## src/design/assert_macros.svh

```systemverilog
// Assertion helpers shared by the odometry RTL.
`ifndef ASSERT_MACROS_SVH
`define ASSERT_MACROS_SVH

// Checked at every rising clock edge outside reset
`define ODO_ASSERT(name, prop, msg) \
    name: assert property (@(posedge clk) disable iff (!rst_n) prop) else $error(msg);

// Checked at every rising clock edge, reset included
`define ODO_ASSERT_ALWAYS(name, prop, msg) \
    name: assert property (@(posedge clk) prop) else $error(msg);

`endif

```

## src/design/odo_pkg.sv

```systemverilog
// ----------------------------------------------------------------------------
// odo_pkg
// Shared types, constants and saturation helpers for the odometry block.
// ----------------------------------------------------------------------------
package odo_pkg;

    // Multiplier operand and product widths
    localparam int MUL_W  = 34;
    localparam int PROD_W = 2 * MUL_W;

    localparam int CORDIC_STEPS_DEF = 24;

    // Fixed point constants, Q2.30 angles
    localparam logic signed [31:0] Q30_ONE     = 32'sd1073741824;
    localparam logic signed [34:0] TWO_PI      = 35'sd6746518852;
    localparam logic signed [34:0] PI          = 35'sd3373259426;
    localparam logic signed [34:0] HALF_PI     = 35'sd1686629713;
    localparam logic signed [34:0] CORDIC_GAIN = 35'sd652032874;
    // 2*pi * 2^21 lifts any scaled angle above zero without moving its residue
    localparam logic [54:0] MOD_BIAS = 55'(64'd6746518852 << 21);
    localparam int MOD_BITS = 55;

    // Register map
    typedef enum logic [1:0] {
        REG_SPEED_OFFSET = 2'd0,
        REG_SPEED_GAIN   = 2'd1,
        REG_INV_TRACK    = 2'd2
    } cfg_reg_t;

    // Sequencer states
    typedef enum logic [4:0] {
        ST_IDLE,
        ST_MUL_RV,
        ST_MUL_LV,
        ST_MUL_RATE,
        ST_MUL_VX,
        ST_MUL_VY,
        ST_MUL_DX,
        ST_MUL_DY,
        ST_MUL_PHI,
        ST_MOD,
        ST_FOLD,
        ST_CORDIC,
        ST_MUL_C1,
        ST_MUL_C2,
        ST_MUL_C3,
        ST_MUL_C4,
        ST_DONE
    } odo_state_t;

    // atan(2^-i) in Q2.30
    function automatic logic [29:0] atan_q30(input logic [4:0] i);
        logic [29:0] v;
        case (i)
            5'd0:  v = 30'd843314856;
            5'd1:  v = 30'd497837829;
            5'd2:  v = 30'd263043836;
            5'd3:  v = 30'd133525158;
            5'd4:  v = 30'd67021686;
            5'd5:  v = 30'd33543515;
            5'd6:  v = 30'd16775850;
            5'd7:  v = 30'd8388437;
            5'd8:  v = 30'd4194282;
            5'd9:  v = 30'd2097149;
            5'd10: v = 30'd1048575;
            5'd11: v = 30'd524287;
            5'd12: v = 30'd262143;
            5'd13: v = 30'd131071;
            5'd14: v = 30'd65535;
            5'd15: v = 30'd32767;
            5'd16: v = 30'd16383;
            5'd17: v = 30'd8191;
            5'd18: v = 30'd4095;
            5'd19: v = 30'd2047;
            5'd20: v = 30'd1023;
            5'd21: v = 30'd511;
            5'd22: v = 30'd255;
            5'd23: v = 30'd127;
            5'd24: v = 30'd63;
            5'd25: v = 30'd31;
            5'd26: v = 30'd15;
            5'd27: v = 30'd8;
            5'd28: v = 30'd4;
            5'd29: v = 30'd2;
            default: v = 30'd0;
        endcase
        return v;
    endfunction

    function automatic logic signed [31:0] sat32(input logic signed [68:0] v);
        logic signed [31:0] r;
        if (v > 69'sd2147483647)
            r = 32'sh7fffffff;
        else if (v < -69'sd2147483648)
            r = 32'sh80000000;
        else
            r = v[31:0];
        return r;
    endfunction

    function automatic logic signed [47:0] sat48(input logic signed [68:0] v);
        logic signed [47:0] r;
        if (v > 69'sd140737488355327)
            r = 48'sh7fffffffffff;
        else if (v < -69'sd140737488355328)
            r = 48'sh800000000000;
        else
            r = v[47:0];
        return r;
    endfunction

    function automatic logic signed [31:0] clamp_unit(input logic signed [68:0] v);
        logic signed [31:0] r;
        if (v > 69'sd1073741824)
            r = Q30_ONE;
        else if (v < -69'sd1073741824)
            r = -Q30_ONE;
        else
            r = v[31:0];
        return r;
    endfunction

endpackage

```

## src/design/odo_mul.sv

```systemverilog
// ----------------------------------------------------------------------------
// odo_mul
// Bit-serial signed multiplier: one multiplier bit per cycle, MSB weighted
// negative, product held until the next start.
// ----------------------------------------------------------------------------
`include "assert_macros.svh"

module odo_mul
    import odo_pkg::*;
(
    input  logic                     clk,
    input  logic                     rst_n,
    input  logic                     start,
    input  logic signed [MUL_W-1:0]  a,
    input  logic signed [MUL_W-1:0]  b,
    output logic                     busy,
    output logic                     done,
    output logic signed [PROD_W-1:0] p
);

    localparam int CNT_W = $clog2(MUL_W);
    localparam logic [CNT_W-1:0] LAST = CNT_W'(MUL_W - 1);

    logic                     active_reg;
    logic                     done_reg;
    logic [CNT_W-1:0]         cnt_reg;
    logic signed [PROD_W-1:0] mc_reg;
    logic [MUL_W-1:0]         mp_reg;
    logic signed [PROD_W-1:0] acc_reg;
    logic signed [PROD_W-1:0] acc_next;

    // Partial product add; the sign bit of the multiplier subtracts
    always_comb
    begin
        acc_next = acc_reg;
        if (mp_reg[0])
        begin
            if (cnt_reg == LAST)
                acc_next = acc_reg - mc_reg;
            else
                acc_next = acc_reg + mc_reg;
        end
    end

    // Control
    always_ff @(posedge clk or negedge rst_n)
    begin
        if (!rst_n)
        begin
            active_reg <= 1'b0;
            done_reg   <= 1'b0;
            cnt_reg    <= '0;
        end
        else
        begin
            done_reg <= 1'b0;
            if (start && !active_reg)
            begin
                active_reg <= 1'b1;
                cnt_reg    <= '0;
            end
            else if (active_reg)
            begin
                cnt_reg <= cnt_reg + 1'b1;
                if (cnt_reg == LAST)
                begin
                    active_reg <= 1'b0;
                    done_reg   <= 1'b1;
                end
            end
        end
    end

    // Operand shift registers and accumulator
    always_ff @(posedge clk)
    begin
        if (start && !active_reg)
        begin
            mc_reg  <= PROD_W'(a);
            mp_reg  <= b;
            acc_reg <= '0;
        end
        else if (active_reg)
        begin
            mc_reg  <= mc_reg <<< 1;
            mp_reg  <= mp_reg >> 1;
            acc_reg <= acc_next;
        end
    end

    assign busy = active_reg || done_reg;
    assign done = done_reg;
    assign p    = acc_reg;

    `ODO_ASSERT(a_done_after_last, active_reg && (cnt_reg == LAST) |=> done_reg && !active_reg,
                "multiplier did not finish after its last bit")
    `ODO_ASSERT(a_done_single, done_reg |=> !done_reg,
                "multiplier done held for more than one cycle")

endmodule

```

## src/design/diff_drive_odometry.sv

```systemverilog
// ----------------------------------------------------------------------------
// diff_drive_odometry
// Differential-drive dead-reckoning odometry in fixed point.
// ----------------------------------------------------------------------------
// Each accepted transaction updates wheel speeds (when readings_seen is set),
// advances the position along the old heading, rotates the cos/sin heading
// pair by turn_rate * step_time and accumulates the heading angle. One item is
// worked at a time; in_stall is high until its result is registered. All
// multiplies share one bit-serial multiplier: twelve with readings_seen set
// and three fewer, the speed and rate ones skipped, otherwise. The angle step
// is reduced bit-serially modulo 2*pi, folded and fed to the one-step-a-cycle
// CORDIC before the rotation multiplies. The result waits in an output
// register, so the next transaction starts while it is unread.
// ----------------------------------------------------------------------------
`include "assert_macros.svh"

module diff_drive_odometry
    import odo_pkg::*;
#(
    parameter int CORDIC_STEPS = CORDIC_STEPS_DEF
)
(
    input  logic               clk,
    input  logic               rst_n,
    // APB configuration
    input  logic               psel,
    input  logic               penable,
    input  logic               pwrite,
    input  logic [3:0]         paddr,
    input  logic [31:0]        pwdata,
    output logic [31:0]        prdata,
    output logic               pready,
    // Input channel
    input  logic               in_valid,
    output logic               in_stall,
    input  logic [15:0]        right_reading,
    input  logic [15:0]        left_reading,
    input  logic [23:0]        step_time,
    input  logic               readings_seen,
    // Output channel
    output logic               out_valid,
    input  logic               out_stall,
    output logic signed [47:0] pos_x,
    output logic signed [47:0] pos_y,
    output logic signed [31:0] heading,
    output logic signed [31:0] heading_cos,
    output logic signed [31:0] heading_sin,
    output logic signed [31:0] linear_speed,
    output logic signed [31:0] turn_rate
);

    localparam logic [4:0] LAST_STEP = 5'(CORDIC_STEPS - 1);
    localparam logic [5:0] MOD_LAST  = 6'(MOD_BITS - 1);

    // Configuration
    logic [15:0]        speed_offset_reg;
    logic signed [31:0] speed_gain_reg;
    logic [30:0]        inv_track_reg;

    // Latched transaction
    logic [15:0] right_reg, left_reg;
    logic [23:0] dt_reg;

    // Odometry state
    logic signed [31:0] rv_reg, lv_reg;
    logic signed [31:0] speed_reg, rate_reg;
    logic signed [33:0] vx_reg, vy_reg;
    logic signed [47:0] x_reg, y_reg;
    logic signed [31:0] angle_reg, cos_reg, sin_reg;
    logic signed [31:0] nc_reg;
    logic signed [PROD_W-1:0] t_reg;

    // Angle reduction and CORDIC
    logic [54:0]        mod_src_reg;
    logic [32:0]        rem_reg;
    logic [5:0]         mod_cnt_reg;
    logic signed [34:0] cx_reg, cy_reg, cz_reg;
    logic               neg_reg;
    logic [4:0]         step_reg;

    odo_state_t state_reg, state_next;

    // Output register
    logic               out_valid_reg;
    logic signed [47:0] out_x_reg, out_y_reg;
    logic signed [31:0] out_angle_reg, out_cos_reg, out_sin_reg;
    logic signed [31:0] out_speed_reg, out_rate_reg;

    // Multiplier hookup
    logic                     mul_start, mul_busy, mul_done;
    logic signed [MUL_W-1:0]  mul_a, mul_b;
    logic signed [PROD_W-1:0] mul_p;
    logic                     mul_state;

    logic               in_accept, cfg_write, out_free;
    logic signed [31:0] lv_sat;
    logic signed [34:0] c_val, s_val;
    logic [33:0]        mod_shift;
    logic signed [34:0] fold_r, fold_z;
    logic               fold_neg;
    logic signed [34:0] cx_sh, cy_sh, atan_v;

    assign in_accept = in_valid && !in_stall;
    assign cfg_write = psel && penable && pwrite && pready;
    assign out_free  = !out_valid_reg || !out_stall;
    assign pready    = 1'b1;

    odo_mul u_mul (
        .clk   (clk),
        .rst_n (rst_n),
        .start (mul_start),
        .a     (mul_a),
        .b     (mul_b),
        .busy  (mul_busy),
        .done  (mul_done),
        .p     (mul_p)
    );

    // Register file
    always_ff @(posedge clk or negedge rst_n)
    begin
        if (!rst_n)
        begin
            speed_offset_reg <= '0;
            speed_gain_reg   <= 32'sd65536;
            inv_track_reg    <= 31'd65536;
        end
        else if (cfg_write)
        begin
            case (cfg_reg_t'(paddr[3:2]))
                REG_SPEED_OFFSET: speed_offset_reg <= pwdata[15:0];
                REG_SPEED_GAIN:   speed_gain_reg   <= pwdata;
                REG_INV_TRACK:    inv_track_reg    <= pwdata[30:0];
                default:          ;
            endcase
        end
    end

    always_comb
    begin
        case (cfg_reg_t'(paddr[3:2]))
            REG_SPEED_OFFSET: prdata = {16'b0, speed_offset_reg};
            REG_SPEED_GAIN:   prdata = speed_gain_reg;
            REG_INV_TRACK:    prdata = {1'b0, inv_track_reg};
            default:          prdata = '0;
        endcase
    end

    // Rotated unit vector with the fold applied
    assign c_val = neg_reg ? -cx_reg : cx_reg;
    assign s_val = neg_reg ? -cy_reg : cy_reg;

    // Multiplier operand select
    always_comb
    begin
        mul_state = 1'b1;
        mul_a     = '0;
        mul_b     = '0;
        case (state_reg)
            ST_MUL_RV:
            begin
                mul_a = MUL_W'(speed_gain_reg);
                mul_b = $signed({18'b0, right_reg}) - $signed({18'b0, speed_offset_reg});
            end
            ST_MUL_LV:
            begin
                mul_a = MUL_W'(speed_gain_reg);
                mul_b = $signed({18'b0, left_reg}) - $signed({18'b0, speed_offset_reg});
            end
            ST_MUL_RATE:
            begin
                mul_a = MUL_W'(rv_reg) - MUL_W'(lv_reg);
                mul_b = $signed({3'b0, inv_track_reg});
            end
            ST_MUL_VX:
            begin
                mul_a = MUL_W'(speed_reg);
                mul_b = MUL_W'(cos_reg);
            end
            ST_MUL_VY:
            begin
                mul_a = MUL_W'(speed_reg);
                mul_b = MUL_W'(sin_reg);
            end
            ST_MUL_DX:
            begin
                mul_a = vx_reg;
                mul_b = $signed({10'b0, dt_reg});
            end
            ST_MUL_DY:
            begin
                mul_a = vy_reg;
                mul_b = $signed({10'b0, dt_reg});
            end
            ST_MUL_PHI:
            begin
                mul_a = MUL_W'(rate_reg);
                mul_b = $signed({10'b0, dt_reg});
            end
            ST_MUL_C1:
            begin
                mul_a = MUL_W'(cos_reg);
                mul_b = MUL_W'(c_val);
            end
            ST_MUL_C2:
            begin
                mul_a = MUL_W'(sin_reg);
                mul_b = MUL_W'(s_val);
            end
            ST_MUL_C3:
            begin
                mul_a = MUL_W'(sin_reg);
                mul_b = MUL_W'(c_val);
            end
            ST_MUL_C4:
            begin
                mul_a = MUL_W'(cos_reg);
                mul_b = MUL_W'(s_val);
            end
            default: mul_state = 1'b0;
        endcase
    end

    assign mul_start = mul_state && !mul_busy;
    assign lv_sat    = sat32(69'(mul_p));

    // Restoring reduction step modulo 2*pi
    assign mod_shift = {rem_reg, mod_src_reg[54]};

    // Fold the residue in [0, 2*pi) into [-pi/2, pi/2]
    always_comb
    begin
        fold_r   = $signed({2'b0, rem_reg});
        fold_z   = fold_r;
        fold_neg = 1'b0;
        if (fold_r > PI)
        begin
            if (fold_r < TWO_PI - HALF_PI)
            begin
                fold_z   = fold_r - TWO_PI + PI;
                fold_neg = 1'b1;
            end
            else
                fold_z = fold_r - TWO_PI;
        end
        else if (fold_r > HALF_PI)
        begin
            fold_z   = fold_r - PI;
            fold_neg = 1'b1;
        end
    end

    // CORDIC step terms
    assign cx_sh  = cx_reg >>> step_reg;
    assign cy_sh  = cy_reg >>> step_reg;
    assign atan_v = $signed({5'b0, atan_q30(step_reg)});

    // Sequencer
    always_ff @(posedge clk or negedge rst_n)
    begin
        if (!rst_n)
            state_reg <= ST_IDLE;
        else
            state_reg <= state_next;
    end

    always_comb
    begin
        state_next = state_reg;
        in_stall   = 1'b1;
        case (state_reg)
            ST_IDLE:
            begin
                in_stall = 1'b0;
                if (in_valid)
                    state_next = readings_seen ? ST_MUL_RV : ST_MUL_VX;
            end
            ST_MUL_RV:   if (mul_done) state_next = ST_MUL_LV;
            ST_MUL_LV:   if (mul_done) state_next = ST_MUL_RATE;
            ST_MUL_RATE: if (mul_done) state_next = ST_MUL_VX;
            ST_MUL_VX:   if (mul_done) state_next = ST_MUL_VY;
            ST_MUL_VY:   if (mul_done) state_next = ST_MUL_DX;
            ST_MUL_DX:   if (mul_done) state_next = ST_MUL_DY;
            ST_MUL_DY:   if (mul_done) state_next = ST_MUL_PHI;
            ST_MUL_PHI:  if (mul_done) state_next = ST_MOD;
            ST_MOD:      if (mod_cnt_reg == MOD_LAST) state_next = ST_FOLD;
            ST_FOLD:     state_next = ST_CORDIC;
            ST_CORDIC:   if (step_reg == LAST_STEP) state_next = ST_MUL_C1;
            ST_MUL_C1:   if (mul_done) state_next = ST_MUL_C2;
            ST_MUL_C2:   if (mul_done) state_next = ST_MUL_C3;
            ST_MUL_C3:   if (mul_done) state_next = ST_MUL_C4;
            ST_MUL_C4:   if (mul_done) state_next = ST_DONE;
            ST_DONE:     if (out_free) state_next = ST_IDLE;
            default:     state_next = ST_IDLE;
        endcase
    end

    // Odometry state
    always_ff @(posedge clk or negedge rst_n)
    begin
        if (!rst_n)
        begin
            x_reg     <= '0;
            y_reg     <= '0;
            angle_reg <= '0;
            cos_reg   <= Q30_ONE;
            sin_reg   <= '0;
            speed_reg <= '0;
            rate_reg  <= '0;
        end
        else if (mul_done)
        begin
            case (state_reg)
                ST_MUL_LV:
                    speed_reg <= 32'((33'(rv_reg) + 33'(lv_sat)) >>> 1);
                ST_MUL_RATE:
                    rate_reg <= sat32(69'(mul_p >>> 16));
                ST_MUL_DX:
                    x_reg <= sat48(69'(x_reg) + 69'(mul_p >>> 16));
                ST_MUL_DY:
                    y_reg <= sat48(69'(y_reg) + 69'(mul_p >>> 16));
                ST_MUL_PHI:
                    angle_reg <= sat32(69'(angle_reg) + 69'(mul_p >>> 16));
                ST_MUL_C4:
                begin
                    cos_reg <= nc_reg;
                    sin_reg <= clamp_unit((69'(t_reg) + 69'(mul_p)) >>> 30);
                end
                default: ;
            endcase
        end
    end

    // Working registers
    always_ff @(posedge clk)
    begin
        if (in_accept)
        begin
            right_reg <= right_reading;
            left_reg  <= left_reading;
            dt_reg    <= step_time;
        end
        if (mul_done)
        begin
            case (state_reg)
                ST_MUL_RV:  rv_reg <= sat32(69'(mul_p));
                ST_MUL_LV:  lv_reg <= lv_sat;
                ST_MUL_VX:  vx_reg <= 34'(mul_p >>> 30);
                ST_MUL_VY:  vy_reg <= 34'(mul_p >>> 30);
                ST_MUL_PHI:
                begin
                    mod_src_reg <= 55'(56'(mul_p >>> 2) + $signed({1'b0, MOD_BIAS}));
                    rem_reg     <= '0;
                    mod_cnt_reg <= '0;
                end
                ST_MUL_C1:  t_reg <= mul_p;
                ST_MUL_C2:  nc_reg <= clamp_unit((69'(t_reg) - 69'(mul_p)) >>> 30);
                ST_MUL_C3:  t_reg <= mul_p;
                default: ;
            endcase
        end
        case (state_reg)
            ST_MOD:
            begin
                if (mod_shift >= 34'(TWO_PI))
                    rem_reg <= 33'(mod_shift - 34'(TWO_PI));
                else
                    rem_reg <= mod_shift[32:0];
                mod_src_reg <= mod_src_reg << 1;
                mod_cnt_reg <= mod_cnt_reg + 1'b1;
            end
            ST_FOLD:
            begin
                cz_reg   <= fold_z;
                neg_reg  <= fold_neg;
                cx_reg   <= CORDIC_GAIN;
                cy_reg   <= '0;
                step_reg <= '0;
            end
            ST_CORDIC:
            begin
                if (cz_reg >= 0)
                begin
                    cx_reg <= cx_reg - cy_sh;
                    cy_reg <= cy_reg + cx_sh;
                    cz_reg <= cz_reg - atan_v;
                end
                else
                begin
                    cx_reg <= cx_reg + cy_sh;
                    cy_reg <= cy_reg - cx_sh;
                    cz_reg <= cz_reg + atan_v;
                end
                step_reg <= step_reg + 1'b1;
            end
            default: ;
        endcase
    end

    // Output register
    always_ff @(posedge clk or negedge rst_n)
    begin
        if (!rst_n)
            out_valid_reg <= 1'b0;
        else if ((state_reg == ST_DONE) && out_free)
            out_valid_reg <= 1'b1;
        else if (!out_stall)
            out_valid_reg <= 1'b0;
    end

    always_ff @(posedge clk)
    begin
        if ((state_reg == ST_DONE) && out_free)
        begin
            out_x_reg     <= x_reg;
            out_y_reg     <= y_reg;
            out_angle_reg <= angle_reg;
            out_cos_reg   <= cos_reg;
            out_sin_reg   <= sin_reg;
            out_speed_reg <= speed_reg;
            out_rate_reg  <= rate_reg;
        end
    end

    assign out_valid    = out_valid_reg;
    assign pos_x        = out_x_reg;
    assign pos_y        = out_y_reg;
    assign heading      = out_angle_reg;
    assign heading_cos  = out_cos_reg;
    assign heading_sin  = out_sin_reg;
    assign linear_speed = out_speed_reg;
    assign turn_rate    = out_rate_reg;

    `ODO_ASSERT(a_cos_unit, (cos_reg <= Q30_ONE) && (cos_reg >= -Q30_ONE),
                "heading cosine left the unit range")
    `ODO_ASSERT(a_done_waits, (state_reg == ST_DONE) && out_valid_reg && out_stall |=> state_reg == ST_DONE,
                "result finished over an unread output")
    `ODO_ASSERT(a_cordic_bounded, (state_reg == ST_CORDIC) |-> step_reg <= LAST_STEP,
                "CORDIC ran past its step count")

endmodule

```

## config.mk

```make
export PLATFORM = sky130hd
export DESIGN_NAME = diff_drive_odometry
export DESIGN_NICKNAME = d
export VERILOG_FILES = /design/src/design/odo_pkg.sv /design/src/design/odo_mul.sv /design/src/design/diff_drive_odometry.sv
export VERILOG_INCLUDE_DIRS = /design/src /design/src/design
export SDC_FILE = /design/constraint.sdc
export NUM_CORES = 2
export LEC_CHECK = 0
export ABC_AREA = 1
export BUFFER_PORTS_ARGS = -buffer_cell sky130_fd_sc_hd__buf_4
export CORE_MARGIN = 1
export CORE_UTILIZATION = 40
export DETAILED_ROUTE_END_ITERATION = 8
export PLACE_DENSITY = 0.66
export SLEW_MARGIN = 25
export SYNTH_ARGS = -nofsm -noshare
export SYNTH_HDL_FRONTEND = slang
export SYNTH_SLANG_ARGS = --single-unit
```

## constraint.sdc

```tcl
create_clock -name clk -period 18.7 [get_ports clk]
set_input_delay 1.87 -clock clk [delete_from_list [all_inputs] [get_ports clk]]
set_output_delay 1.87 -clock clk [all_outputs]
set_load 0.01 [all_outputs]
```

# Yosys cells after proc, flatten, opt, wreduce, memory -nomap -nowiden
# Memories as Yosys holds them, arrays and structs flattened. A register that Yosys moved wholly into a read port is not among the register bits.
# Cells that the tools add are included.
# totals
regBits	1268
mem_bits_ro	960
in_bits	100
wordCells	252
memories	1
# mem_list
memory	words	width	read_ports	rd_clocked_by_memory_dff	wr	line	rtl
(name not given)	32	30	1	1	0	odo_pkg.sv:54	case (i)
# op_classes
n_addsub	27
magnitude_cmp	19
n_eq_ne	38
n_shift	2
mux	77
n_reduce_logical	44
# ops
cell	n
$pmux 34 s8	2
$mux 32	9
$mux 35	6
$pmux 35 s2	3
$mux 68	3
$mux 48	4
$mux 55	3
$mux 34	4
$mux 33	4
$add 48x52->53	2
$gt 53x48->1 const B	2
$lt 53x48->1 const B	2
$pmux 32 s3	1
$mux 5	17
$pmux 5 s17	1
$gt 39x32->1 const B	2
$lt 39x31->1 const B	2
$add 35x35->35	2
$sshr 35x5->35	2
$sub 35x35->35	2
$add 68x68->69	1
$sub 68x68->69	1
$add 68x68->68	1
$gt 68x32->1 const B	1
other kinds (50)	130

# Logic depth before layout (Yosys ltp)
# depth
ltp_word	6
mapped_depth	37
ltp_nobuf	34

# Cells and area by module
# Synthesis repeated with hierarchy kept, for this count alone.
# unflattened
hier_cells	15303
hier_area_um2	104556.5
# by_module_without_submodules
module	n_inst	cells_per_inst	area_each_um2	seq_area_each_um2
diff_drive_odometry	1	12963	89671.0	31619.1
odo_mul	1	2340	14885.5	4624.4

# Least setup slack after synthesis
# OpenSTA, ideal clock, no wires.
# synth_timing
path_kind	input to register
startpoint	input port out_stall
endpoint	register out_angle_reg[0], in the netlist heading[0], enable pin
setup_time_ns	0.878
arrival_time_ns	12.533
path_slack_ns	5.289
path_stages	3
n_path_buf	0
path_cell_list	nand2_1 inv_1 nor2_1
# synth_via
elab_chain_len	3
# synth_lines
item	line	rtl
from (decl)	diff_drive_odometry.sv:42	input logic out_stall,
$logic_not 1->1	n/a	
$logic_or 1x1->1	diff_drive_odometry.sv:105	assign out_free = !out_valid_reg || !out_stall;
$logic_and 1x1->1	diff_drive_odometry.sv:413	if ((state_reg == ST_DONE) && out_free)
to (signal assigned)	diff_drive_odometry.sv:417	out_angle_reg <= angle_reg;
to (decl)	diff_drive_odometry.sv:86	logic signed [31:0] out_angle_reg, out_cos_reg, out_sin_reg;
# Every way passes these cells.
# A chain may end at the register's enable or synchronous reset.

# Final worst setup path
# layout_timing
startpoint	register step_reg[0]
endpoint	register cy_reg[24], data pin
# layout_via
elab_chain_len	4
# layout_lines
item	line	rtl
from (decl)	diff_drive_odometry.sv:79	logic [4:0] step_reg;
from (signal assigned)	diff_drive_odometry.sv:394	step_reg <= step_reg + 1'b1;
$sshr 35x5->35 *	diff_drive_odometry.sv:254	assign cx_sh = cx_reg >>> step_reg;
$sub 35x35->35 or $add 35x35->35 (tied branches)	diff_drive_odometry.sv:391, diff_drive_odometry.sv:385	
$mux 35 *	diff_drive_odometry.sv:382	if (cz_reg >= 0)
$pmux 35 s2 *	diff_drive_odometry.sv:362	case (state_reg)
to (signal assigned)	diff_drive_odometry.sv:385	cy_reg <= cy_reg + cx_sh;
to (signal assigned)	diff_drive_odometry.sv:391	cy_reg <= cy_reg - cx_sh;
to (decl)	diff_drive_odometry.sv:77	logic signed [34:0] cx_reg, cy_reg, cz_reg;
# Every way passes the cells marked *; elsewhere a longest branch is shown, timed or not.

==> impl_metrics.py <==
metrics = {
    "floorplanning": {
        "num_rows": 186,
        "die_h_um": 509.9,
        "coreArea_um2": 256700,
        "io_pins": 391,
        "die_w_um": 509.9,
        "start_util_pct": 40.20,
        "die_area_um2": 260000,
    },
    "cts": {
        "post_cts_resized": 0,
        "holdBufCountCts": 0,
        "numCtsBuffers": 159,
        "clock_sinks": 1298,
        "clockRootBuffer": "clkbuf_16",
        "htreeDepth": 4,
        "cts_setup_buffers": 0,
        "clkSlewWorstSetupHoldPaths_ns": 0.06,
        "cts.path.max_buffers": 3,
        "cts_tree": "built",
        "clk_latency_ns": 0.87,
    },
    "worst_setup_path": {
        "critical_path.top_delay_family": "compound AO/OA/AOI/OAI gates",
        "crit_arrival_ns": 7.17,
        "worst_path_max_delay_cell": "buf_4",
        "slowest_delay_ns": 0.60,
        "worst_path_most_repeated_cell": "nand2_1",
        "worst-endpoint-required_ns": 19.27,
        "startpoint_type": "flop",
        "path_class": "flop to flop",
        "endpoint_kind": "flop",
        "worst-path-max-fanout": 79,
        "path_buf_inv": 4,
    },
    "cells_and_area": {
        "layout_common_cells": "nand2_1, inv_1, nor2_1, o21ai_0, a21oi_1",
        "area_growth_pct": 11.83,
        "multiInputGateArea_um2": 57740,
        "seq_area_um2": 36240,
        "final_area_um2": 115400,
        "nNetsFinal": 15820,
        "n_fill_cell": 26750,
        "final_common_cell": "nand2_1",
        "drive_above_1_share_pct": 6.603,
    },
    "power": {
        "cellLeakagePower_nw": 52.22,
        "irDropWorstVdd_uv": 150.7,
        "p_per_area_nw_per_um2": 140.9,
    },
    "grt": {
        "grt_start_max_net_pins": 129,
        "globalRouteTotalUtil_pct": 33.29,
        "antenna_found_initial": 35,
        "grt_pass1_vias": 94810,
        "grt_overflow": 0,
        "grt_first_pass_wirelength_um": 637400,
    },
    "sta": {
        "rsz0062_at_grt": "no",
        "slew_violations": 0,
        "max_freq_mhz": 151.4,
        "slew_headroom_pct": 9.637,
        "layout_min_cycle_time_ns": 6.603,
        "setup_violations": 0,
        "final.setup.tns_ns": 0,
        "fin_crit_sh_pct": 35.31,
        "finalHoldViolCount": 0,
        "worst_pin_slew_ns": 1.343,
        "clock_skew_ns": 0.08291,
    },
    "outcome": {
        "violations": "design-rule violations",
        "status": "finished, violations left",
    },
    "yosys": {
        "syn_inst": 14850,
        "ys_dominant_reg_cell": "edfxtp_1",
        "async_reset_ff_share_pct": 26.89,
        "netlist_area_um2": 103200,
        "synthDistinctLibCells": 82,
        "ys_seq_area_share_pct": 35.13,
        "synthesis.yosys.warnings": 0,
        "ys_ff_latch": 1298,
        "synth_nets": 15540,
        "syn_avg_cell_area_um2": 6.950,
        "synth_edf_count": 850,
    },
    "route": {
        "routedWlPerCell_um": 23.91,
        "via_per_inst": 5.622,
        "dr_total_vias": 105000,
        "wirelength_um": 446400,
        "drtIter0Drc": 12460,
        "firstDrtPassIters": 9,
        "ant_nets": 0,
        "drc_errors": 1,
    },
    "job": {
        "cap_violations": 0,
    },
    "placement": {
        "place.gp.congestion": 1.077,
        "placed_area_um2": 109600,
        "io_buffers": 387,
        "dp.final_hpwl_um": 351100,
    },
    "worst_hold_path": {
        "hp-class": "flop to flop",
    },
}
[routing by layer]
metal	track usage [%]	up-vias	wire length [um]
met3	7.081	871	47220
met4	17.57	14	26190
met2	48.17	5423	182800
met5	0	-	95
li1	-	49840	-
met1	46.25	48820	190200
[logic make-up (layout without fill, tap and decap cells)]
kind of cell             Yosys count  after routing  synth area share, %
AO/OA/AOI/OAI                   3028           3028                16.50
XOR/XNOR                         435            435                3.714
adder cells (fa/ha/maj)          589            589                7.222
buffers and inverters           2393           2812                9.130
flip-flops                      1298           1298                35.13
multiplexers                      23             23               0.2352
other                              1             22             0.003634
AND/OR/NAND/NOR                 7079           7079                28.06
[power breakdown]
part	switching, W	internal (W)
Clock	0.00143	0.00189
Combinational	0.00650	0.00241
Sequential	0.000431	0.00360
[cells in the mapped netlist (14+ instances only)]
master / instances / area, um^2
a2111oi_0: 14 / 122.6
a21boi_0: 39 / 292.8
a21o_1: 62 / 465.5
a21oi_1: 1069 / 5350
a221oi_1: 50 / 437.9
a22oi_1: 51 / 382.9
a31oi_1: 94 / 588.1
buf_1: 34 / 127.6
buf_2: 114 / 570.6
buf_4: 27 / 202.7
buf_6: 19 / 214.0
clkbuf_1: 216 / 810.8
clkinv_1: 15 / 56.30
dfrtp_1: 346 / 8658
dfxtp_1: 99 / 1982
edfxtp_1: 850 / 25520
ha_1: 578 / 7232
inv_1: 1937 / 7271
inv_2: 26 / 97.59
mux2i_1: 22 / 220.2
nand2_1: 4133 / 15510
nand2_2: 25 / 156.4
nand3_1: 739 / 3699
nand3b_1: 30 / 225.2
nand4_1: 160 / 1001
nor2_1: 1566 / 5878
nor2_2: 33 / 206.5
nor3_1: 221 / 1106
nor4_1: 71 / 444.2
o2111ai_1: 28 / 245.2
o211ai_1: 74 / 555.5
o21a_1: 61 / 457.9
o21ai_0: 1133 / 5670
o21ai_1: 110 / 550.5
o21ai_2: 18 / 157.7
o21bai_1: 52 / 390.4
o221ai_1: 25 / 219.0
o22ai_1: 57 / 356.6
o31ai_1: 31 / 232.7
or2_1: 15 / 93.84
or2_2: 35 / 219.0
xnor2_1: 109 / 954.7
xor2_1: 323 / 2829
[worst register-to-register path, delay by kind of cell (launching register included)]
family,cells,cell delay [ns]
AOI/OAI and AO/OA,11,2.53
adders and majority gates,1,0.34
and+or+nand+nor,12,1.36
DFF,1,0.32
xor gates and xnor gates,1,0.18
buffers and inverters,4,1.58
[path summary, 6_finish.rpt]
| kind | start | to | slack, ns | depth (start not counted) |
|---|---|---|---|---|
| setup reg to reg | step_reg[0] | cy_reg[24] | 12.10 | 29 |
| hold / removal | cos_reg[19] | heading_cos[19] | 0.44 | 0 |
| min in group asynchronous | rst_n | x_reg[5] | 0.94 | 1 |
| setup / recovery | step_reg[0] | cy_reg[24] | 12.10 | 29 |
| max in group asynchronous | rst_n | speed_reg[25] | 15.73 | 3 |
| hold reg to reg | cos_reg[19] | heading_cos[19] | 0.44 | 0 |
[through the flow]
stage / util, % / std cells / setup slack, ns / total power (W) / hold slack (ns)
after floorplan: - / 14850 / 5.289 / 0.009346 / 0.4249
after global placement: 42.71 / 18350 / 12.35 / 0.01260 / 0.4314
after detailed placement: 42.71 / 18350 / 12.30 / 0.01261 / 0.4298
after CTS: 44.89 / 18650 / 12.27 / 0.01597 / 0.4423
after global routing: 44.93 / 18650 / 11.53 / 0.01709 / 0.4471
final: 44.95 / 18670 / 12.10 / 0.01625 / 0.4445
[cell type report]
type                       instances  share of cell area (%)
antenna                           21                 0.04554
clock buffer                     201                   3.732
clock inverter                    99                   1.123
inverter                        1978                   6.439
multi-input combinational      11160                   50.04
sequential                      1298                   31.41
tap                             3384                   3.670
timing repair buffer             534                   3.537
Note: power is estimated with default switching activity, not from simulation.
